## config.mk

```make
export PLATFORM = sky130hd
export DESIGN_NAME = radix_convert_custom_alphabet_flat
export DESIGN_NICKNAME = d
export VERILOG_FILES = /design/src/rtl/core/rcca_pkg.sv /design/src/rtl/core/rcca_in_if.sv /design/src/rtl/core/rcca_out_if.sv /design/src/rtl/core/radix_convert_custom_alphabet.sv /design/src/rtl/core/rcca_front.sv /design/src/rtl/core/rcca_alpha.sv /design/src/rtl/core/rcca_back.sv /design/src/flat_wrapper.sv
export SDC_FILE = /design/constraint.sdc
export NUM_CORES = 2
export LEC_CHECK = 0
export BUFFER_PORTS_ARGS = -buffer_cell sky130_fd_sc_hd__buf_2
export CORE_UTILIZATION = 55
export DETAILED_ROUTE_END_ITERATION = 8
export PLACE_DENSITY = 0.71
export SETUP_SLACK_MARGIN = 0.3
export SYNTH_ARGS = -nofsm -noshare
export SYNTH_HDL_FRONTEND = slang
export SYNTH_SLANG_ARGS = --single-unit
```

## constraint.sdc

```tcl
create_clock -name clk -period 14.3 [get_ports clk]
set_clock_uncertainty 0.05 [all_clocks]
set_input_delay 0.715 -clock clk [delete_from_list [all_inputs] [get_ports clk]]
set_output_delay 0.715 -clock clk [all_outputs]
set_load 0.05 [all_outputs]
```

## src/rtl/core/rcca_pkg.sv

```systemverilog
package rcca_pkg;

  localparam int MAX_SYMBOLS_DEF = 64;
  localparam int VALUE_BITS_DEF  = 64;

  localparam int VALUE_W     = 64;
  localparam int SYM_W       = 8;
  localparam int CHAR_CNT_W  = 7;

  localparam int CFG_REGS    = 8;
  localparam int CFG_W       = 64;
  localparam int CFG_IDX_W   = 4;
  localparam int REG_SEL_W   = $clog2(CFG_REGS);

  localparam int ALPHA_BYTES = CFG_REGS * CFG_W / SYM_W;
  localparam int ALPHA_IDX_W = $clog2(ALPHA_BYTES);

  localparam logic [SYM_W-1:0] CHAR_PLUS  = 8'h2B;
  localparam logic [SYM_W-1:0] CHAR_MINUS = 8'h2D;
  localparam logic [SYM_W-1:0] CHAR_NUL   = 8'h00;
  localparam int               MIN_RADIX  = 2;

  localparam int QUEUE_DEPTH = 2;

  typedef enum logic [2:0] {
    B_IDLE,
    B_CHECK,
    B_DIV,
    B_RD,
    B_LOAD,
    B_FAIL
  } back_state_t;

  typedef struct packed {
    logic done;
    logic ok;
  } chk_res_t;

endpackage

```

## src/rtl/core/rcca_in_if.sv

```systemverilog
interface rcca_in_if;
  import rcca_pkg::*;

  logic               valid;
  logic               ready;
  logic [VALUE_W-1:0] value_bits;
  logic               is_signed;

  modport source (output valid, value_bits, is_signed, input ready);
  modport sink   (input valid, value_bits, is_signed, output ready);
endinterface

```

## src/rtl/core/rcca_out_if.sv

```systemverilog
interface rcca_out_if;
  import rcca_pkg::*;

  logic                  valid;
  logic                  ready;
  logic [SYM_W-1:0]      symbol;
  logic                  minus_first;
  logic                  is_last;
  logic                  base_invalid;
  logic [CHAR_CNT_W-1:0] char_count;

  modport source (output valid, symbol, minus_first, is_last, base_invalid, char_count,
                  input ready);
  modport sink   (input valid, symbol, minus_first, is_last, base_invalid, char_count,
                  output ready);
endinterface

```

## src/rtl/core/radix_convert_custom_alphabet.sv

```systemverilog
// Channel   Dir  Handshake         Payload
// in_ch     in   valid/ready       value_bits[63:0], is_signed
// out_ch    out  valid/ready       symbol[7:0], minus_first, is_last, base_invalid,
//                                  char_count[6:0]
// cfg_*     in   cfg_we (no wait)  cfg_index[3:0], cfg_wdata[63:0]
//
// Per transaction: the queue is popped, the alphabet is scanned up to the terminator
// (or the first offending symbol), the bit-serial divider divides the whole value once
// per digit, then each digit is read from the stack and loaded into the output register.
// The divider dominates the worst case, which at 64 bits is radix 2.
// An invalid alphabet costs the pop, the scan to the offending symbol and one output load.
// A two-entry queue takes new transactions while the divider works; the output
// register stalls only the back end. rst_n is synchronous and clears the control and alphabet registers.
module radix_convert_custom_alphabet #(
  parameter int MAX_SYMBOLS = rcca_pkg::MAX_SYMBOLS_DEF,
  parameter int VALUE_BITS  = rcca_pkg::VALUE_BITS_DEF
) (
  input  logic                           clk,
  input  logic                           rst_n,
  rcca_in_if.sink                        in_ch,
  rcca_out_if.source                     out_ch,
  input  logic                           cfg_we,
  input  logic [rcca_pkg::CFG_IDX_W-1:0] cfg_index,
  input  logic [rcca_pkg::CFG_W-1:0]     cfg_wdata
);
  import rcca_pkg::*;

  logic                         q_valid;
  logic                         q_neg;
  logic [VALUE_BITS-1:0]        q_mag;
  logic                         q_pop;
  logic                         chk_start;
  chk_res_t                     chk;
  logic [$clog2(MAX_SYMBOLS):0] radix;
  logic [ALPHA_IDX_W-1:0]       lk_idx;
  logic [SYM_W-1:0]             lk_sym;

  rcca_front #(
    .VALUE_BITS (VALUE_BITS)
  ) u_front (
    .clk     (clk),
    .rst_n   (rst_n),
    .in_ch   (in_ch),
    .q_valid (q_valid),
    .q_neg   (q_neg),
    .q_mag   (q_mag),
    .q_pop   (q_pop)
  );

  rcca_alpha #(
    .MAX_SYMBOLS (MAX_SYMBOLS)
  ) u_alpha (
    .clk       (clk),
    .rst_n     (rst_n),
    .cfg_we    (cfg_we),
    .cfg_index (cfg_index),
    .cfg_wdata (cfg_wdata),
    .chk_start (chk_start),
    .chk       (chk),
    .radix     (radix),
    .lk_idx    (lk_idx),
    .lk_sym    (lk_sym)
  );

  rcca_back #(
    .MAX_SYMBOLS (MAX_SYMBOLS),
    .VALUE_BITS  (VALUE_BITS)
  ) u_back (
    .clk       (clk),
    .rst_n     (rst_n),
    .q_valid   (q_valid),
    .q_neg     (q_neg),
    .q_mag     (q_mag),
    .q_pop     (q_pop),
    .chk_start (chk_start),
    .chk       (chk),
    .radix     (radix),
    .lk_idx    (lk_idx),
    .lk_sym    (lk_sym),
    .out_ch    (out_ch)
  );

endmodule

```

## src/rtl/core/rcca_front.sv

```systemverilog
module rcca_front #(
  parameter int VALUE_BITS = rcca_pkg::VALUE_BITS_DEF
) (
  input  logic                  clk,
  input  logic                  rst_n,
  rcca_in_if.sink               in_ch,
  output logic                  q_valid,
  output logic                  q_neg,
  output logic [VALUE_BITS-1:0] q_mag,
  input  logic                  q_pop
);
  import rcca_pkg::*;

  localparam int PTR_W = $clog2(QUEUE_DEPTH);
  localparam int QC_W  = $clog2(QUEUE_DEPTH + 1);

  logic [VALUE_BITS-1:0] raw;
  logic                  neg;
  logic [VALUE_BITS-1:0] mag;
  logic                  push;

  logic [VALUE_BITS-1:0] q_mag_r [QUEUE_DEPTH];
  logic                  q_neg_r [QUEUE_DEPTH];
  logic [PTR_W-1:0]      wr_ptr_r, rd_ptr_r;
  logic [QC_W-1:0]       q_cnt_r;

  // magnitude of the most negative value wraps onto itself, which is what we want
  always_comb begin
    raw = in_ch.value_bits[VALUE_BITS-1:0];
    neg = in_ch.is_signed & raw[VALUE_BITS-1];
    mag = neg ? (~raw + VALUE_BITS'(1)) : raw;
  end

  assign in_ch.ready = (q_cnt_r != QC_W'(QUEUE_DEPTH));
  assign push        = in_ch.valid & in_ch.ready;

  always_ff @(posedge clk) begin
    if (push) begin
      q_mag_r[wr_ptr_r] <= mag;
      q_neg_r[wr_ptr_r] <= neg;
    end
  end

  always_ff @(posedge clk) begin
    if (!rst_n) begin
      wr_ptr_r <= '0;
      rd_ptr_r <= '0;
      q_cnt_r  <= '0;
    end else begin
      if (push)  wr_ptr_r <= wr_ptr_r + PTR_W'(1);
      if (q_pop) rd_ptr_r <= rd_ptr_r + PTR_W'(1);
      if (push && !q_pop)      q_cnt_r <= q_cnt_r + QC_W'(1);
      else if (!push && q_pop) q_cnt_r <= q_cnt_r - QC_W'(1);
    end
  end

  assign q_valid = (q_cnt_r != '0);
  assign q_mag   = q_mag_r[rd_ptr_r];
  assign q_neg   = q_neg_r[rd_ptr_r];

  a_cnt_bound: assert property (@(posedge clk) disable iff (!rst_n)
    q_cnt_r <= QC_W'(QUEUE_DEPTH))
    else $error("queue count overflow");

  a_neg_nonzero: assert property (@(posedge clk) disable iff (!rst_n)
    q_valid && q_neg |-> q_mag != '0)
    else $error("negative entry with zero magnitude");

endmodule

```

## src/rtl/core/rcca_alpha.sv

```systemverilog
module rcca_alpha #(
  parameter int MAX_SYMBOLS = rcca_pkg::MAX_SYMBOLS_DEF
) (
  input  logic                                  clk,
  input  logic                                  rst_n,
  input  logic                                  cfg_we,
  input  logic [rcca_pkg::CFG_IDX_W-1:0]        cfg_index,
  input  logic [rcca_pkg::CFG_W-1:0]            cfg_wdata,
  input  logic                                  chk_start,
  output rcca_pkg::chk_res_t                    chk,
  output logic [$clog2(MAX_SYMBOLS):0]          radix,
  input  logic [rcca_pkg::ALPHA_IDX_W-1:0]      lk_idx,
  output logic [rcca_pkg::SYM_W-1:0]            lk_sym
);
  import rcca_pkg::*;

  localparam int KW    = $clog2(MAX_SYMBOLS + 1);
  localparam int RAD_W = $clog2(MAX_SYMBOLS) + 1;

  logic [CFG_W-1:0] sym_r [CFG_REGS];
  logic [SYM_W-1:0] sym_b [ALPHA_BYTES];

  logic             busy_r;
  logic [KW-1:0]    k_r;
  logic [SYM_W-1:0] cur;
  logic             dup;
  logic             at_end;
  logic             bad;

  always_ff @(posedge clk) begin
    if (!rst_n) begin
      for (int i = 0; i < CFG_REGS; i++) sym_r[i] <= '0;
    end else if (cfg_we && cfg_index < CFG_IDX_W'(CFG_REGS)) begin
      sym_r[cfg_index[REG_SEL_W-1:0]] <= cfg_wdata;
    end
  end

  always_comb begin
    for (int i = 0; i < ALPHA_BYTES; i++) begin
      sym_b[i] = sym_r[i >> 3][(i & 7) * SYM_W +: SYM_W];
    end
  end

  assign lk_sym = sym_b[lk_idx];

  // one symbol per cycle, compared against every earlier symbol at once
  always_comb begin
    cur = sym_b[ALPHA_IDX_W'(k_r)];
    dup = 1'b0;
    for (int j = 0; j < MAX_SYMBOLS; j++) begin
      if (KW'(j) < k_r && sym_b[j] == cur) dup = 1'b1;
    end
    at_end   = (k_r == KW'(MAX_SYMBOLS)) || (cur == CHAR_NUL);
    bad      = (cur == CHAR_PLUS) || (cur == CHAR_MINUS) || dup;
    chk.done = busy_r && (at_end || bad);
    chk.ok   = at_end && (k_r >= KW'(MIN_RADIX));
    radix    = RAD_W'(k_r);
  end

  always_ff @(posedge clk) begin
    if (!rst_n) begin
      busy_r <= 1'b0;
      k_r    <= '0;
    end else if (chk_start) begin
      busy_r <= 1'b1;
      k_r    <= '0;
    end else if (busy_r) begin
      if (chk.done) busy_r <= 1'b0;
      else          k_r    <= k_r + KW'(1);
    end
  end

  a_radix_range: assert property (@(posedge clk) disable iff (!rst_n)
    chk.done && chk.ok |-> radix >= RAD_W'(MIN_RADIX) && radix <= RAD_W'(MAX_SYMBOLS))
    else $error("accepted alphabet with radix out of range");

endmodule

```

## src/rtl/core/rcca_back.sv

```systemverilog
module rcca_back #(
  parameter int MAX_SYMBOLS = rcca_pkg::MAX_SYMBOLS_DEF,
  parameter int VALUE_BITS  = rcca_pkg::VALUE_BITS_DEF
) (
  input  logic                                  clk,
  input  logic                                  rst_n,
  input  logic                                  q_valid,
  input  logic                                  q_neg,
  input  logic [VALUE_BITS-1:0]                 q_mag,
  output logic                                  q_pop,
  output logic                                  chk_start,
  input  rcca_pkg::chk_res_t                    chk,
  input  logic [$clog2(MAX_SYMBOLS):0]          radix,
  output logic [rcca_pkg::ALPHA_IDX_W-1:0]      lk_idx,
  input  logic [rcca_pkg::SYM_W-1:0]            lk_sym,
  rcca_out_if.source                            out_ch
);
  import rcca_pkg::*;

  localparam int DIG_W  = $clog2(MAX_SYMBOLS);
  localparam int RAD_W  = DIG_W + 1;
  localparam int AW     = $clog2(VALUE_BITS);
  localparam int CNT_W  = $clog2(VALUE_BITS + 1);
  localparam int STEP_W = $clog2(VALUE_BITS);

  back_state_t state_r, state_nxt;

  logic [VALUE_BITS-1:0] quo_r, quo_nxt;
  logic [DIG_W-1:0]      rem_r, rem_nxt;
  logic [RAD_W-1:0]      radix_r, radix_nxt;
  logic [STEP_W-1:0]     step_r, step_nxt;
  logic [CNT_W-1:0]      cnt_r, cnt_nxt;
  logic [AW-1:0]         idx_r, idx_nxt;
  logic                  first_r, first_nxt;
  logic                  neg_r, neg_nxt;

  logic                  ov_r, ov_nxt;
  logic [SYM_W-1:0]      sym_r, sym_nxt;
  logic                  minus_r, minus_nxt;
  logic                  last_r, last_nxt;
  logic                  inv_r, inv_nxt;
  logic [CHAR_CNT_W-1:0] cc_r, cc_nxt;

  logic [DIG_W:0]        trial;
  logic [DIG_W:0]        diff;
  logic                  ge;
  logic [DIG_W-1:0]      div_rem;
  logic [VALUE_BITS-1:0] div_quo;
  logic                  load_ok;
  logic                  st_we, st_re;

  logic [DIG_W-1:0]      stack [VALUE_BITS];
  logic [DIG_W-1:0]      st_rd_r;

  // restoring divider, one quotient bit per cycle; quotient shifts in behind the dividend
  always_comb begin
    trial   = {rem_r, quo_r[VALUE_BITS-1]};
    ge      = (trial >= radix_r);
    diff    = trial - radix_r;
    div_rem = ge ? diff[DIG_W-1:0] : trial[DIG_W-1:0];
    div_quo = {quo_r[VALUE_BITS-2:0], ge};
  end

  assign load_ok = !ov_r || out_ch.ready;
  assign lk_idx  = ALPHA_IDX_W'(st_rd_r);

  always_comb begin
    state_nxt = state_r;
    quo_nxt   = quo_r;
    rem_nxt   = rem_r;
    radix_nxt = radix_r;
    step_nxt  = step_r;
    cnt_nxt   = cnt_r;
    idx_nxt   = idx_r;
    first_nxt = first_r;
    neg_nxt   = neg_r;
    ov_nxt    = ov_r;
    sym_nxt   = sym_r;
    minus_nxt = minus_r;
    last_nxt  = last_r;
    inv_nxt   = inv_r;
    cc_nxt    = cc_r;
    q_pop     = 1'b0;
    chk_start = 1'b0;
    st_we     = 1'b0;
    st_re     = 1'b0;

    if (ov_r && out_ch.ready) ov_nxt = 1'b0;

    unique case (state_r)
      B_IDLE: begin
        if (q_valid) begin
          q_pop     = 1'b1;
          chk_start = 1'b1;
          quo_nxt   = q_mag;
          neg_nxt   = q_neg;
          state_nxt = B_CHECK;
        end
      end
      B_CHECK: begin
        if (chk.done) begin
          radix_nxt = radix;
          rem_nxt   = '0;
          step_nxt  = '0;
          cnt_nxt   = '0;
          state_nxt = chk.ok ? B_DIV : B_FAIL;
        end
      end
      B_DIV: begin
        quo_nxt  = div_quo;
        rem_nxt  = div_rem;
        step_nxt = step_r + STEP_W'(1);
        if (step_r == STEP_W'(VALUE_BITS - 1)) begin
          // digit done: push remainder, restart on the quotient
          st_we    = 1'b1;
          cnt_nxt  = cnt_r + CNT_W'(1);
          step_nxt = '0;
          rem_nxt  = '0;
          if (div_quo == '0) begin
            idx_nxt   = cnt_r[AW-1:0];
            first_nxt = 1'b1;
            state_nxt = B_RD;
          end
        end
      end
      B_RD: begin
        st_re     = 1'b1;
        state_nxt = B_LOAD;
      end
      B_LOAD: begin
        if (load_ok) begin
          ov_nxt    = 1'b1;
          sym_nxt   = lk_sym;
          minus_nxt = first_r & neg_r;
          last_nxt  = (idx_r == '0);
          inv_nxt   = 1'b0;
          cc_nxt    = (idx_r == '0) ? (CHAR_CNT_W'(cnt_r) + CHAR_CNT_W'(neg_r)) : '0;
          first_nxt = 1'b0;
          if (idx_r == '0) begin
            state_nxt = B_IDLE;
          end else begin
            idx_nxt   = idx_r - AW'(1);
            state_nxt = B_RD;
          end
        end
      end
      B_FAIL: begin
        if (load_ok) begin
          ov_nxt    = 1'b1;
          sym_nxt   = CHAR_NUL;
          minus_nxt = 1'b0;
          last_nxt  = 1'b1;
          inv_nxt   = 1'b1;
          cc_nxt    = '0;
          state_nxt = B_IDLE;
        end
      end
      default: begin
        state_nxt = B_IDLE;
      end
    endcase
  end

  always_ff @(posedge clk) begin
    if (!rst_n) begin
      state_r <= B_IDLE;
    end else begin
      state_r <= state_nxt;
    end
  end

  always_ff @(posedge clk) begin
    if (!rst_n) begin
      ov_r  <= 1'b0;
      cnt_r <= '0;
    end else begin
      ov_r  <= ov_nxt;
      cnt_r <= cnt_nxt;
    end
  end

  always_ff @(posedge clk) begin
    quo_r   <= quo_nxt;
    rem_r   <= rem_nxt;
    radix_r <= radix_nxt;
    step_r  <= step_nxt;
    idx_r   <= idx_nxt;
    first_r <= first_nxt;
    neg_r   <= neg_nxt;
    sym_r   <= sym_nxt;
    minus_r <= minus_nxt;
    last_r  <= last_nxt;
    inv_r   <= inv_nxt;
    cc_r    <= cc_nxt;
  end

  // digit stack, written during division and read back in reverse
  always_ff @(posedge clk) begin
    if (st_we) stack[cnt_r[AW-1:0]] <= div_rem;
    if (st_re) st_rd_r <= stack[idx_r];
  end

  assign out_ch.valid        = ov_r;
  assign out_ch.symbol       = sym_r;
  assign out_ch.minus_first  = minus_r;
  assign out_ch.is_last      = last_r;
  assign out_ch.base_invalid = inv_r;
  assign out_ch.char_count   = cc_r;

  a_cnt_bound: assert property (@(posedge clk) disable iff (!rst_n)
    state_r == B_DIV |-> cnt_r < CNT_W'(VALUE_BITS))
    else $error("digit count overran the stack");

  a_invalid_shape: assert property (@(posedge clk) disable iff (!rst_n)
    ov_r && inv_r |-> last_r && cc_r == '0 && sym_r == CHAR_NUL)
    else $error("malformed invalid-alphabet result");

  a_last_count: assert property (@(posedge clk) disable iff (!rst_n)
    ov_r && last_r && !inv_r |-> cc_r != '0)
    else $error("final digit with zero character count");

endmodule
```

## src/flat_wrapper.sv

```systemverilog
// flat-port wrapper written by rule: the top's interface ports become plain ports
module radix_convert_custom_alphabet_flat import rcca_pkg::*;
#(
  parameter int MAX_SYMBOLS = rcca_pkg::MAX_SYMBOLS_DEF,
  parameter int VALUE_BITS  = rcca_pkg::VALUE_BITS_DEF
)
  (clk, rst_n, cfg_we, cfg_index, cfg_wdata, in_ch_valid, in_ch_value_bits, in_ch_is_signed, in_ch_ready, out_ch_valid, out_ch_symbol, out_ch_minus_first, out_ch_is_last, out_ch_base_invalid, out_ch_char_count, out_ch_ready);
  rcca_in_if in_ch_i ();
  rcca_out_if out_ch_i ();
  input  logic clk;
  input  logic rst_n;
  input  logic cfg_we;
  input  logic [rcca_pkg::CFG_IDX_W-1:0] cfg_index;
  input  logic [rcca_pkg::CFG_W-1:0] cfg_wdata;
  input wire logic [$bits(in_ch_i.valid)-1:0] in_ch_valid;
  input wire logic [$bits(in_ch_i.value_bits)-1:0] in_ch_value_bits;
  input wire logic [$bits(in_ch_i.is_signed)-1:0] in_ch_is_signed;
  output wire logic [$bits(in_ch_i.ready)-1:0] in_ch_ready;
  output wire logic [$bits(out_ch_i.valid)-1:0] out_ch_valid;
  output wire logic [$bits(out_ch_i.symbol)-1:0] out_ch_symbol;
  output wire logic [$bits(out_ch_i.minus_first)-1:0] out_ch_minus_first;
  output wire logic [$bits(out_ch_i.is_last)-1:0] out_ch_is_last;
  output wire logic [$bits(out_ch_i.base_invalid)-1:0] out_ch_base_invalid;
  output wire logic [$bits(out_ch_i.char_count)-1:0] out_ch_char_count;
  input wire logic [$bits(out_ch_i.ready)-1:0] out_ch_ready;
  assign in_ch_i.valid = in_ch_valid;
  assign in_ch_i.value_bits = in_ch_value_bits;
  assign in_ch_i.is_signed = in_ch_is_signed;
  assign in_ch_ready = in_ch_i.ready;
  assign out_ch_valid = out_ch_i.valid;
  assign out_ch_symbol = out_ch_i.symbol;
  assign out_ch_minus_first = out_ch_i.minus_first;
  assign out_ch_is_last = out_ch_i.is_last;
  assign out_ch_base_invalid = out_ch_i.base_invalid;
  assign out_ch_char_count = out_ch_i.char_count;
  assign out_ch_i.ready = out_ch_ready;
  radix_convert_custom_alphabet #(.MAX_SYMBOLS(MAX_SYMBOLS), .VALUE_BITS(VALUE_BITS)) u_core (.clk(clk), .rst_n(rst_n), .in_ch(in_ch_i), .out_ch(out_ch_i), .cfg_we(cfg_we), .cfg_index(cfg_index), .cfg_wdata(cfg_wdata));
endmodule
```

# [Word level (Yosys, flattened, before mapping)]
# Memories as Yosys holds them, arrays and structs flattened. A register that Yosys moved wholly into a read port is not among the register bits.
# Cells that the tools add are included.
[op_classes] add_sub_neg=11 n_lt_le_gt_ge=69 n_eq_ne=81 muxes=139 n_bitwise=8 n_reduce_logical=101
[op_table] operator="$eq 8x8->1" n=64
[op_table] operator="$lt 6x7->1 const A" n=32
[op_table] operator="$mux 64" n=3
[op_table] operator="$pmux 64 s2" n=1
[op_table] operator="$lt 5x7->1 const A" n=16
[op_table] operator="$bmux 8 s6" n=2
[op_table] operator="$mux 1" n=92
[op_table] operator="$logic_and 1x1->1" n=70
[op_table] operator="$add 64x1->64 const B" n=1
[op_table] operator="$logic_not 64->1" n=1
[op_table] operator="$not 64->64" n=1
[op_table] operator="$reduce_or 64->1" n=1
[op_table] operator="$lt 4x7->1 const A" n=8
[op_table] operator="$mux 6" n=8
[op_table] operator="$mux 8" n=6
[op_table] operator="$pmux 6 s2" n=3
[op_table] operator="$mux 7" n=5
[op_table] operator="$lt 3x7->1 const A" n=4
[op_table] operator="$pmux 7 s2" n=2
[op_table] operator="$mux 3" n=8
[op_table] operator="$pmux 3 s6" n=1
[op_table] operator="$eq 8x6->1 const B" n=2
[op_table] operator="$pmux 8 s2" n=1
[op_table] operator="$add 7x1->7 const B" n=2
[op_table] operator="other kinds (37)" n=75
[word_totals] regBits=131 mem_bits_rw=1026 input_bits=138 n_memories=4
[mem_list] memory="u_core.u_alpha.sym_r" depth=8 width=64 rd=8 rd_ports_with_merged_regs=0 wr=8 line_no="rcca_alpha.sv:20" text="logic [CFG_W-1:0] sym_r [CFG_REGS];"
[mem_list] memory="u_core.u_back.stack" depth=64 width=6 rd=1 rd_ports_with_merged_regs=1 wr=1 line_no="rcca_back.sv:52" text="logic [DIG_W-1:0] stack [VALUE_BITS];"
[mem_list] memory="u_core.u_front.q_mag_r" depth=2 width=64 rd=1 rd_ports_with_merged_regs=1 wr=1 line_no="rcca_front.sv:22" text="logic [VALUE_BITS-1:0] q_mag_r [QUEUE_DEPTH];"
[mem_list] memory="u_core.u_front.q_neg_r" depth=2 width=1 rd=1 rd_ports_with_merged_regs=1 wr=1 line_no="rcca_front.sv:23" text="logic q_neg_r [QUEUE_DEPTH];"

# [Logic depth before layout (Yosys ltp)]
[depth] depth_word=76 mapped_depth=23

# [By module]
# From an unflattened synthesis, not the netlist that was laid out.
[unflattened] hier_cells=4630 area_unflattened_um2=62745.2
[modules_own_cells] mod="rcca_alpha" instances=1 cells_per_inst=2917 area_each_um2=35507.8 seq_area_each_um2=15534.9
[modules_own_cells] mod="rcca_back" instances=1 cells_per_inst=1261 area_each_um2=20796.2 seq_area_each_um2=15204.6
[modules_own_cells] mod="rcca_front" instances=1 cells_per_inst=452 area_each_um2=6441.2 seq_area_each_um2=4003.8

# [Worst setup path before layout]
# OpenSTA, ideal clock, no wires.
[synth_path] path_kind="in2reg" startpoint="input port cfg_index[0] in the netlist's numbering" endpoint="memory u_core.u_alpha.sym_r[2][0], enable pin" arrival_time_ps=5758 required_time_ps=13676 setup_slack_ps=7918 path_stages=3 cell_sequence="or3_1 > clkbuf_1 > o21ai_0"
[synth_lines] item="start: declaration" line_no="flat_wrapper.sv:13" text="input logic [rcca_pkg::CFG_IDX_W-1:0] cfg_index;"
[synth_lines] item="end: declaration" line_no="rcca_alpha.sv:20"

# [Worst setup path in the final report]
[layout_path] startpoint="register u_core.u_alpha.k_r[0] (netlist: u_core.u_alpha.radix[0])" endpoint="register u_core.u_back.step_r[0], enable pin"
[layout_between] elab_chain_len=75
[layout_lines] item="start: declaration" line_no="rcca_alpha.sv:24" text="logic [KW-1:0] k_r;"
[layout_lines] item="start signal: assignment" line_no="rcca_alpha.sv:69" text="else k_r <= k_r + KW'(1);"
[layout_lines] item="$not 6->7 (implied by the code)" line_no="rcca_alpha.sv:48" text="cur = sym_b[ALPHA_IDX_W'(k_r)];"
[layout_lines] item="$bmux 8 s6" line_no="rcca_alpha.sv:48"
[layout_lines] item="$mux 8 (implied by the code) (2 in a row)" line_no="rcca_alpha.sv:48"
[layout_lines] item="$eq 8x8->1" line_no="rcca_alpha.sv:51" text="if (KW'(j) < k_r && sym_b[j] == cur) dup = 1'b1;"
[layout_lines] item="$logic_and 1x1->1" line_no="rcca_alpha.sv:51"
[layout_lines] item="$mux 1 (64 in a row)" line_no="rcca_alpha.sv:51"
[layout_lines] item="$logic_or 1x1->1" line_no="rcca_alpha.sv:54" text="bad = (cur == CHAR_PLUS) || (cur == CHAR_MINUS) || dup;"
[layout_lines] item="$logic_or 1x1->1 *" line_no="rcca_alpha.sv:55" text="chk.done = busy_r && (at_end || bad);"
[layout_lines] item="$logic_and 1x1->1 *" line_no="rcca_alpha.sv:55"
[layout_lines] item="$ne 2x1->1 (no source line) *"
[layout_lines] item="$reduce_and 2->1 (no source line) *"
[layout_lines] item="end signal: assignment" line_no="rcca_back.sv:186" text="step_r <= step_nxt;"
[layout_lines] item="end: declaration" line_no="rcca_back.sv:31" text="logic [STEP_W-1:0] step_r, step_nxt;"
# Mark *: on every way between the ends. The rest lies on a longest branch, timed or not. The select of a mux whose other input is x is not followed.
# A chain may end at the register's enable or synchronous reset.

==> impl_metrics.json <==
{
  "status": "finished clean",
  "synth_top_cell_by_area": "edfxtp_1",
  "wl_per_cell_um": 32.9,
  "maxCapViolations": 0,
  "antenna_found_initial": 21,
  "h-tree-depth": 3,
  "ys_seq_area_frac": 0.559,
  "clk_pin_slew_ps": 60,
  "grt_overflow_total": 0,
  "die_h_um": 338,
  "cts_tree": "done",
  "setup_viol": 0,
  "die-area_um2": 114000,
  "synth_simple_gate_area_frac": 0.111,
  "final_nets": 4593,
  "synth_edf_count": 1141,
  "arrival_ps": 8110,
  "hp-class": "in -> reg",
  "yosys_warnings": 0,
  "synthToLayoutAreaGrowth_pct": 9.62,
  "layout_common_cells": "1141 x edfxtp_1, 520 x and2_1, 359 x mux4_2",
  "slew_headroom": 0.105,
  "hp-start": "in_ch_value_bits[0]",
  "synth_area_um2": 62100,
  "cp-end-kind": "register",
  "hold_end": "u_core.u_front.q_mag_r[1][0]",
  "r2r_slack_ps": 6530,
  "reg2reg_to": "u_core.u_back.step_r[0]",
  "place_congestion": 1.03,
  "cts_hold_buf": 0,
  "synth_top_family_by_area": "multiplexers",
  "clk_latency_ps": 780,
  "post-cts-setup-buffers": 0,
  "r2r_start": "u_core.u_alpha.radix[0]",
  "antenna_left": 0,
  "fp-row-count": 122,
  "ir_drop_mv": 0.160,
  "synthMuxAreaShare": 0.166,
  "worst_pin_slew_ps": 1310,
  "hold_depth": 1,
  "grt_usage": 0.345,
  "dp_hpwl_mm": 137,
  "drcViolationCount": 0,
  "crit_chain": "buf_4 > buf_4 > nor2b_1 > buf_4 > a22oi_1 > nand3_1 > nand4_2 > mux2i_4 > buf_4 > xnor2_1 > a2111oi_0 > a31oi_1 > nand4_1 > nor4_4 > nand2_1 > nand3_1 > inv_2 > nor2_1 > inv_1",
  "critical_path_class": "reg -> reg",
  "synth.distinct_cells": 91,
  "first_global_vias": 39489,
  "clockBufferDepth": 3,
  "synth_fp_nets": 4530,
  "syn_area_per_cell_um2": 14.2,
  "ys_ff_latch": 1165,
  "ys.flop_type": "edfxtp_1",
  "cts_root_buffer": "clkbuf_16",
  "cts_buffers": 119,
  "drv_slew": 0,
  "timing.final.crit_share": 0.543,
  "tns_ps": 0,
  "finalHoldViolCount": 0,
  "rsz0062_at_grt": "false",
  "synth_xor_area_frac": 0.0904,
  "power_leakage_nw": 22.3,
  "portBuffers": 157,
  "cts_resized": 0,
  "power_density_nw_per_um2": 138,
  "critical_path.slowest_cell": "a2111oi_0",
  "async_flop_share": 0,
  "grt_start_max_net_pins": 133,
  "grt_first_pass_wirelength_mm": 284,
  "cp.required_ps": 14650,
  "r2r_cells": 19,
  "cpPeakStageDelay_ps": 890,
  "io_pins": 158,
  "drt_iter0_markers": 5757,
  "vias_per_cell": 6.70,
  "drive_gt1_frac": 0.189,
  "cp_max_fo": 50,
  "netlist.area_leader.share": 0.551,
  "initial_core_util": 0.558,
  "synthTopCellsByArea": "edfxtp_1 55%, mux4_2 13%, and2_1 5.2%",
  "synth_compound_area_frac": 0.0409,
  "firstDrtPassIters": 7,
  "max_freq_mhz": 129,
  "die_width_um": 338,
  "hold_slack_ps": 205,
  "period_needed_ps": 7770,
  "path_common_cell": "buf_4",
  "critPathLaunchType": "register",
  "synthCells": 4374,
  "synth_fa_ha_area_frac": 0.00375,
  "layout_commonest_cell": "edfxtp_1",
  "coreArea_um2": 111000,
  "cts_sinks": 1165,
  "via_count": 40470,
  "wl_mm": 199
}
[stage by stage]
stage	instance area, um2	setup slack [ps]	power, mW	instances	util
after floorplan	62100	7920	5.63	4374	-
after global placement	64000	6230	6.16	5803	0.575
after detailed placement	64000	6580	6.17	5804	0.575
after CTS	68100	6630	9.36	6031	0.612
after global routing	68100	6150	9.63	6032	0.612
final	68100	6530	9.37	6040	0.612
[state kept, by name, summed over array words and instances (netlist names), 2 cells and up, named ones only]
| name | cells |
|---|---|
| u_core.u_alpha.sym_r | 512 |
| u_core.u_back.stack | 384 |
| u_core.u_front.q_mag_r | 128 |
| u_core.u_back.quo_r | 64 |
| u_core.u_back.out_ch.symbol | 8 |
| u_core.u_alpha.radix | 7 |
| u_core.u_back.cnt_r | 7 |
| u_core.u_back.out_ch.char_count | 7 |
| u_core.u_back.radix_r | 7 |
| u_core.u_back.idx_r | 6 |
| u_core.u_back.lk_idx | 6 |
| u_core.u_back.rem_r | 6 |
| u_core.u_back.step_r | 6 |
| u_core.u_back.state_r | 3 |
| u_core.u_front.q_cnt_r | 2 |
| u_core.u_front.q_neg_r | 2 |
[metal layers]
| layer | wire (um) | global-route usage | share of wire | vias up |
|---|---|---|---|---|
| met5 | 23 | 0 | 0.00012 | - |
| met4 | 12700 | 0.177 | 0.064 | 4 |
| met3 | 21300 | 0.0803 | 0.11 | 652 |
| met2 | 90700 | 0.532 | 0.46 | 2679 |
| met1 | 74200 | 0.460 | 0.37 | 20430 |
| li1 | - | - | - | 16705 |
[cell usage after synthesis, types with 10 or more instances]
cell,instances
clkbuf_1,145
nand4_1,78
buf_4,44
edfxtp_1,1141
nand2_1,168
xor2_1,326
and3_1,20
mux2i_1,212
nand2b_1,18
a21oi_1,85
mux4_2,359
nor2b_1,21
nor3_1,54
buf_1,37
nor2_1,174
inv_1,38
o31ai_1,10
buf_2,28
buf_6,32
nor4_1,79
o21ai_0,138
ha_1,17
nand3_1,47
xnor2_1,315
a31oi_1,21
a22oi_1,47
and2_1,520
dfxtp_1,24
[logic make-up (layout without fill, tap and decap cells)]
logic type,Yosys count,count (layout)
flops,1165,1165
other cells,0,9
fa+ha+maj,18,18
compound gates,400,400
xor+xnor,641,641
buf+inv,336,505
simple gates,1236,1236
mux,578,578
[final cells by class]
class,instances,area [um2]
Sequential cell,1165,34800
Clock buffer,143,3120
Multi-Input combinational cell,2873,25800
Timing Repair Buffer,235,1390
Antenna cell,9,22.5
Inverter,43,161
Fill cell,8413,43200
Clock inverter,84,950
Tap cell,1488,1860
[worst max-delay path: cells and delay by family (launching register included)]
| family | cells | cell delay (ps) |
|---|---|---|
| mux | 1 | 380 |
| xor+xnor | 1 | 120 |
| flops | 1 | 540 |
| compound gates | 3 | 1210 |
| simple gates | 8 | 2130 |
| buf+inv | 6 | 2900 |
[how the worst max path moves through the flow]
stage                                  startpoint                          to  slack [ps]
after floorplan                      cfg_index[0]  u_core.u_alpha.sym_r[2][0]        7920
after global placement    u_core.u_alpha.radix[0]     u_core.u_back.step_r[0]        6230
after detailed placement  u_core.u_alpha.radix[0]     u_core.u_back.step_r[0]        6580
after CTS                 u_core.u_alpha.radix[0]     u_core.u_back.step_r[0]        6630
after global routing      u_core.u_alpha.radix[0]     u_core.u_back.step_r[0]        6150
final                     u_core.u_alpha.radix[0]     u_core.u_back.step_r[0]        6530
[report_power, final]
group          switching [mW]  internal (mW)  leakage [nW]
logic                    1.20          0.701          9.57
clock network            1.41           1.81          1.94
registers               0.219           4.04          10.8
(Power assumes the default switching activity.)
